--- src/bzc_pkg.sv ---
// Package for the reaction automaton cell engine: grid sizes, field widths,
// command codes and the request type of the shared arithmetic unit.
// No dependencies.
`default_nettype none

package bzc_pkg;

    localparam int GRID_WIDTH     = 16;
    localparam int GRID_HEIGHT    = 16;
    localparam int CELLS_PER_BANK = GRID_WIDTH * GRID_HEIGHT;
    localparam int MEM_DEPTH      = 2 * CELLS_PER_BANK;
    localparam int ADDR_W         = $clog2(MEM_DEPTH);

    localparam int CMD_W   = 2;
    localparam int COORD_W = 4;
    localparam int CONC_W  = 8;
    localparam int CELL_W  = 3 * CONC_W;

    // Sum of nine 8-bit values.
    localparam int SUM_W = 12;

    localparam logic [CMD_W-1:0] CMD_LOAD    = 2'd0;
    localparam logic [CMD_W-1:0] CMD_COMPUTE = 2'd1;
    localparam logic [CMD_W-1:0] CMD_COMMIT  = 2'd2;

    // Division by 9 as multiplication by ceil(2^16 / 9) and a shift; exact
    // for every sum below 2^15.
    localparam int DIV_SHIFT = 16;
    localparam int RECIP_W   = 13;
    localparam logic [RECIP_W-1:0] RECIP_NINE = RECIP_W'(((1 << DIV_SHIFT) + 8) / 9);

    localparam int REACT_BIAS = 259;
    localparam int REACT_W    = 10;
    localparam int REACT_SHIFT = 8;

    typedef struct packed {
        logic              is_div;
        logic [SUM_W-1:0]  sum;
        logic [CONC_W-1:0] p;
        logic [CONC_W-1:0] q;
        logic [CONC_W-1:0] r;
    } alu_req_t;

endpackage

`default_nettype wire

--- src/bzc_alu.sv ---
// Shared arithmetic unit: one multiplier that either divides a neighborhood
// sum by nine or forms one clamped reaction term. Depends on bzc_pkg.
`default_nettype none

module bzc_alu (
    input  var bzc_pkg::alu_req_t             req,
    output logic [bzc_pkg::CONC_W-1:0]        result
);
    import bzc_pkg::*;

    localparam int PROD_W = SUM_W + RECIP_W;

    logic [SUM_W-1:0]   mul_a;
    logic [RECIP_W-1:0] mul_b;
    logic [PROD_W-1:0]  product;
    logic [REACT_W-1:0] factor;
    logic [CONC_W:0]    react_val;

    // 259 + q - r stays within 4 to 514.
    assign factor = REACT_W'(REACT_BIAS) + REACT_W'(req.q) - REACT_W'(req.r);

    always_comb
    begin
        if (req.is_div)
        begin
            mul_a = req.sum;
            mul_b = RECIP_NINE;
        end
        else
        begin
            mul_a = SUM_W'(req.p);
            mul_b = RECIP_W'(factor);
        end
    end

    assign product   = PROD_W'(mul_a) * PROD_W'(mul_b);
    assign react_val = product[REACT_SHIFT +: CONC_W + 1];

    always_comb
    begin
        if (req.is_div)
            result = product[DIV_SHIFT +: CONC_W];
        else if (react_val[CONC_W])
            result = {CONC_W{1'b1}};
        else
            result = react_val[CONC_W-1:0];
    end

endmodule

`default_nettype wire
--- config.mk ---
export PLATFORM = sky130hd
export DESIGN_NAME = bzc_alu
export DESIGN_NICKNAME = d
export VERILOG_FILES = /design/src/bzc_pkg.sv /design/src/bzc_alu.sv
export SDC_FILE = /design/constraint.sdc
export NUM_CORES = 1
export LEC_CHECK = 0
export ABC_AREA = 1
export BUFFER_PORTS_ARGS = -buffer_cell sky130_fd_sc_hd__buf_4
export CAP_MARGIN = 20
export CORE_ASPECT_RATIO = 0.8
export CORE_MARGIN = 3
export CORE_UTILIZATION = 40
export DETAILED_ROUTE_END_ITERATION = 10
export REMOVE_ABC_BUFFERS = 1
export SETUP_SLACK_MARGIN = 0.5
export SYNTH_ARGS = -nofsm -noshare
export SYNTH_HDL_FRONTEND = slang
export SYNTH_SLANG_ARGS = --single-unit
--- constraint.sdc ---
create_clock -name vclk -period 19.25
set_input_delay 4.8125 -clock vclk [all_inputs]
set_output_delay 4.8125 -clock vclk [all_outputs]
set_load 0.02 [all_outputs]
* Word level (Yosys, flattened, before mapping)
Cells that the tools add are included.
** Storage, ports and cells
- Flip-flop bits (word level) :: 0
- Input bits :: 37
- Output and inout bits :: 8
- Word-level logic and storage cells :: 7
** Operators by class
- Add/subtract/negate cells :: 2
- Multiply operators :: 1
- Mux-type cells :: 4
** Operator list (number)
- multiplier 12 x 13 -> 24 bit :: 1
- 2-to-1 mux 8 bit :: 2
- 2-to-1 mux 13 bit :: 1
- 2-to-1 mux 12 bit :: 1
- adder 9 x 8 -> 10 bit, first input constant :: 1
- subtractor 10 x 8 -> 10 bit :: 1

* Depth between registers and ports, before layout
- Depth after elaboration :: 6
- Gate-level depth with buffers :: 36
- Depth with buffers taken out :: 36

* Worst setup path before layout
Ideal clock, no wire load.
- Path kind :: input to output
- Start point :: input req[1] (netlist bit)
- End point :: output result[4] (netlist bit)
- Arrival time :: 10.499 ns
- Required time :: 14.438 ns
- Slack :: 3.938 ns
- Cell stages on the path :: 31
- Buffers on the path :: 0
- Cell sequence :: inv_1 ha_1 ha_1 fa_1 nand3_1 nand2_1 nand2_1 nand2_1 a21oi_1 or2_2 nand3_1 inv_1 nand2_1 fa_1 fa_1 inv_1 fa_1 fa_1 inv_1 fa_1 inv_1 ha_1 a21oi_1 o21ai_0 a21boi_0 nand2_2 nand2_2 nand2_4 nand2_1 nand2_1 nand2_1
** On the way
- Word-level cells in the longest chain between the ends :: 5
** Ends and longest elaborated chain
- start: declaration :: line bzc_alu.sv:6 : input var bzc_pkg::alu_req_t req,
- subtractor 10 x 8 -> 10 bit (*) :: line bzc_alu.sv:20 : assign factor = REACT_W'(REACT_BIAS) + REACT_W'(req.q) - REACT_W'(req.r);
- 2-to-1 mux 13 bit (*) :: line bzc_alu.sv:24 : if (req.is_div)
- multiplier 12 x 13 -> 24 bit (*) :: line bzc_alu.sv:36 : assign product = PROD_W'(mul_a) * PROD_W'(mul_b);
- 2-to-1 mux 8 bit :: line bzc_alu.sv:43 : else if (react_val[CONC_W])
- 2-to-1 mux 8 bit (*) :: line bzc_alu.sv:41 : if (req.is_div)
- end: declaration :: line bzc_alu.sv:7 : output logic [bzc_pkg::CONC_W-1:0] result
Every way passes the cells marked *; elsewhere a longest branch is shown, timed or not.

* Worst setup path in the final report
Ends and elaborated chain as after synthesis.

==> results.json <==
{
  "finalCritPeriodShare_pct": 83.9,
  "syn2layout_area_growth_pct": 11.1,
  "final_common_cell": "inv_1",
  "status": "complete, no violations",
  "wl_per_cell_um": 14.1,
  "slew_headroom_pct": 48.5,
  "critical-path-slowest-cell": "fa_1",
  "yosysWarnings": 0,
  "fin_setup_tns_ns": 0,
  "ys_seq_area_share_pct": 0,
  "drc": 0,
  "fin_nets": 1004,
  "gp_congestion": 0.913,
  "num_io_pins": 45,
  "final_cells": 959,
  "tightestPinTransition_ns": 0.772,
  "wirelength_um": 13500,
  "final_max_slew_viol_count": 0,
  "viasPerCell": 4.73,
  "die_area_um2": 15100,
  "grt_pass1_wl_um": 23100,
  "cp_num_cells": 32,
  "antenna_found_initial": 0,
  "grt_pass1_vias": 4756,
  "crit_fanout": 8,
  "hp-class": "input port to primary output",
  "dieWidth_um": 136,
  "core_area_um2": 13100,
  "crit_arrival_ns": 11.34,
  "clkbuf_count": 0,
  "path_class": "input port to primary output",
  "cts_setup_buffers": 0,
  "netlist_area_um2": 5450,
  "dp_cells": 959,
  "gr-total-overflow": 0,
  "syn_inst": 724,
  "ant_nets": 0,
  "rows": 37,
  "floorplan.initialDensity_pct": 41.6,
  "endpoint_kind": "primary output",
  "register_area_um2": 0,
  "layout_min_cycle_time_ns": 16.15,
  "cts_resized": 0,
  "fmax_mhz": 61.9,
  "final_cell_mix": "inv_1, nand2_1, fa_1",
  "startpoint": "req[1]",
  "synth_cell_types": 33,
  "port_buffers": 45,
  "track_usage_pct": 19.1,
  "synth_area_per_cell_um2": 7.52,
  "crit_path_end": "result[4]",
  "max_cap_viol_count": 0,
  "dp.final_hpwl_um": 12400,
  "seq_cells": 0,
  "fp.dieH_um": 110,
  "critPathLaunchType": "input port",
  "cp_top_family": "adder cells",
  "rsz0062_at_grt": "no",
  "n_antenna_cell": 0,
  "worstPathRequired_ns": 14.44,
  "first_pass_iters": 5,
  "cp.buffers_inverters": 5,
  "vias": 4540,
  "drive_above_1_share_pct": 8.42,
  "crit_top_cell": "nand2_1",
  "slowest_delay_ns": 0.58,
  "holdBufCountCts": 0,
  "hold_viol": 0,
  "grt_max_degree": 30,
  "fillers": 1345,
  "setup_viol": 0,
  "drtIter0Drc": 175
}
-- cells by family after synthesis --
logic type	after synthesis	synth area share (%)
adders and majority gates	181	56.6
AOI/OAI and AO/OA	52	5.22
buffers and inverters	213	14.9
xor gates and xnor gates	10	1.61
and+or+nand+nor	266	21.5
other	2	0.138
-- worst min-delay path by stage --
stage	from	endpoint	slack, ns	depth (start not counted)
finish	req[36]	result[7]	10.19	4
global route	req[36]	result[7]	10.23	4
CTS	req[36]	result[7]	10.19	4
detailed placement	req[36]	result[7]	10.19	4
global placement	req[36]	result[7]	10.19	4
floorplan	req[36]	result[2]	9.79	2
-- cell usage after synthesis, drive strengths merged (3+ instances only) --
master	number	area share [%]
nand3b	3	0.41
a21boi	3	0.41
clkbuf	4	0.28
o21ai	20	1.9
nand2	171	12
nand3	27	2.8
inv	206	14
nor3	5	0.46
xnor2	7	1.1
nand4	13	1.5
a21oi	23	2.1
ha	72	17
buf	3	0.44
fa	109	40
xor2	3	0.48
nor2	43	3.5
-- per-stage QoR --
step	util, %	cell area [µm²]	setup slack (ns)	hold WS, ns
after floorplan	-	5490	3.89	9.79
after global placement	46.2	6050	3.16	10.19
after detailed placement	46.2	6050	3.09	10.19
after CTS	46.2	6050	3.07	10.19
after global routing	46.2	6050	2.56	10.23
final	46.2	6050	3.10	10.19
-- area by class of cell --
type	instances	area (µm²)	share of cell area (%)
repair buffers	46	345	5.71
well taps	175	219	3.62
inverters	206	773	12.8
multi-input cells	532	4710	77.9
-- routing by layer --
metal / vias up / wire length, µm / global-route usage [%]
met1: 2191 / 6870 / 29.5
met2: 97 / 6080 / 32.0
met3: 2 / 503 / 0.227
met5: - / 0 / 0
li1: 2250 / - / -
met4: 0 / 21 / 0.576
Power is not shown: default switching activity piles up to over one toggle a cycle in this logic, so the estimate is an artifact.
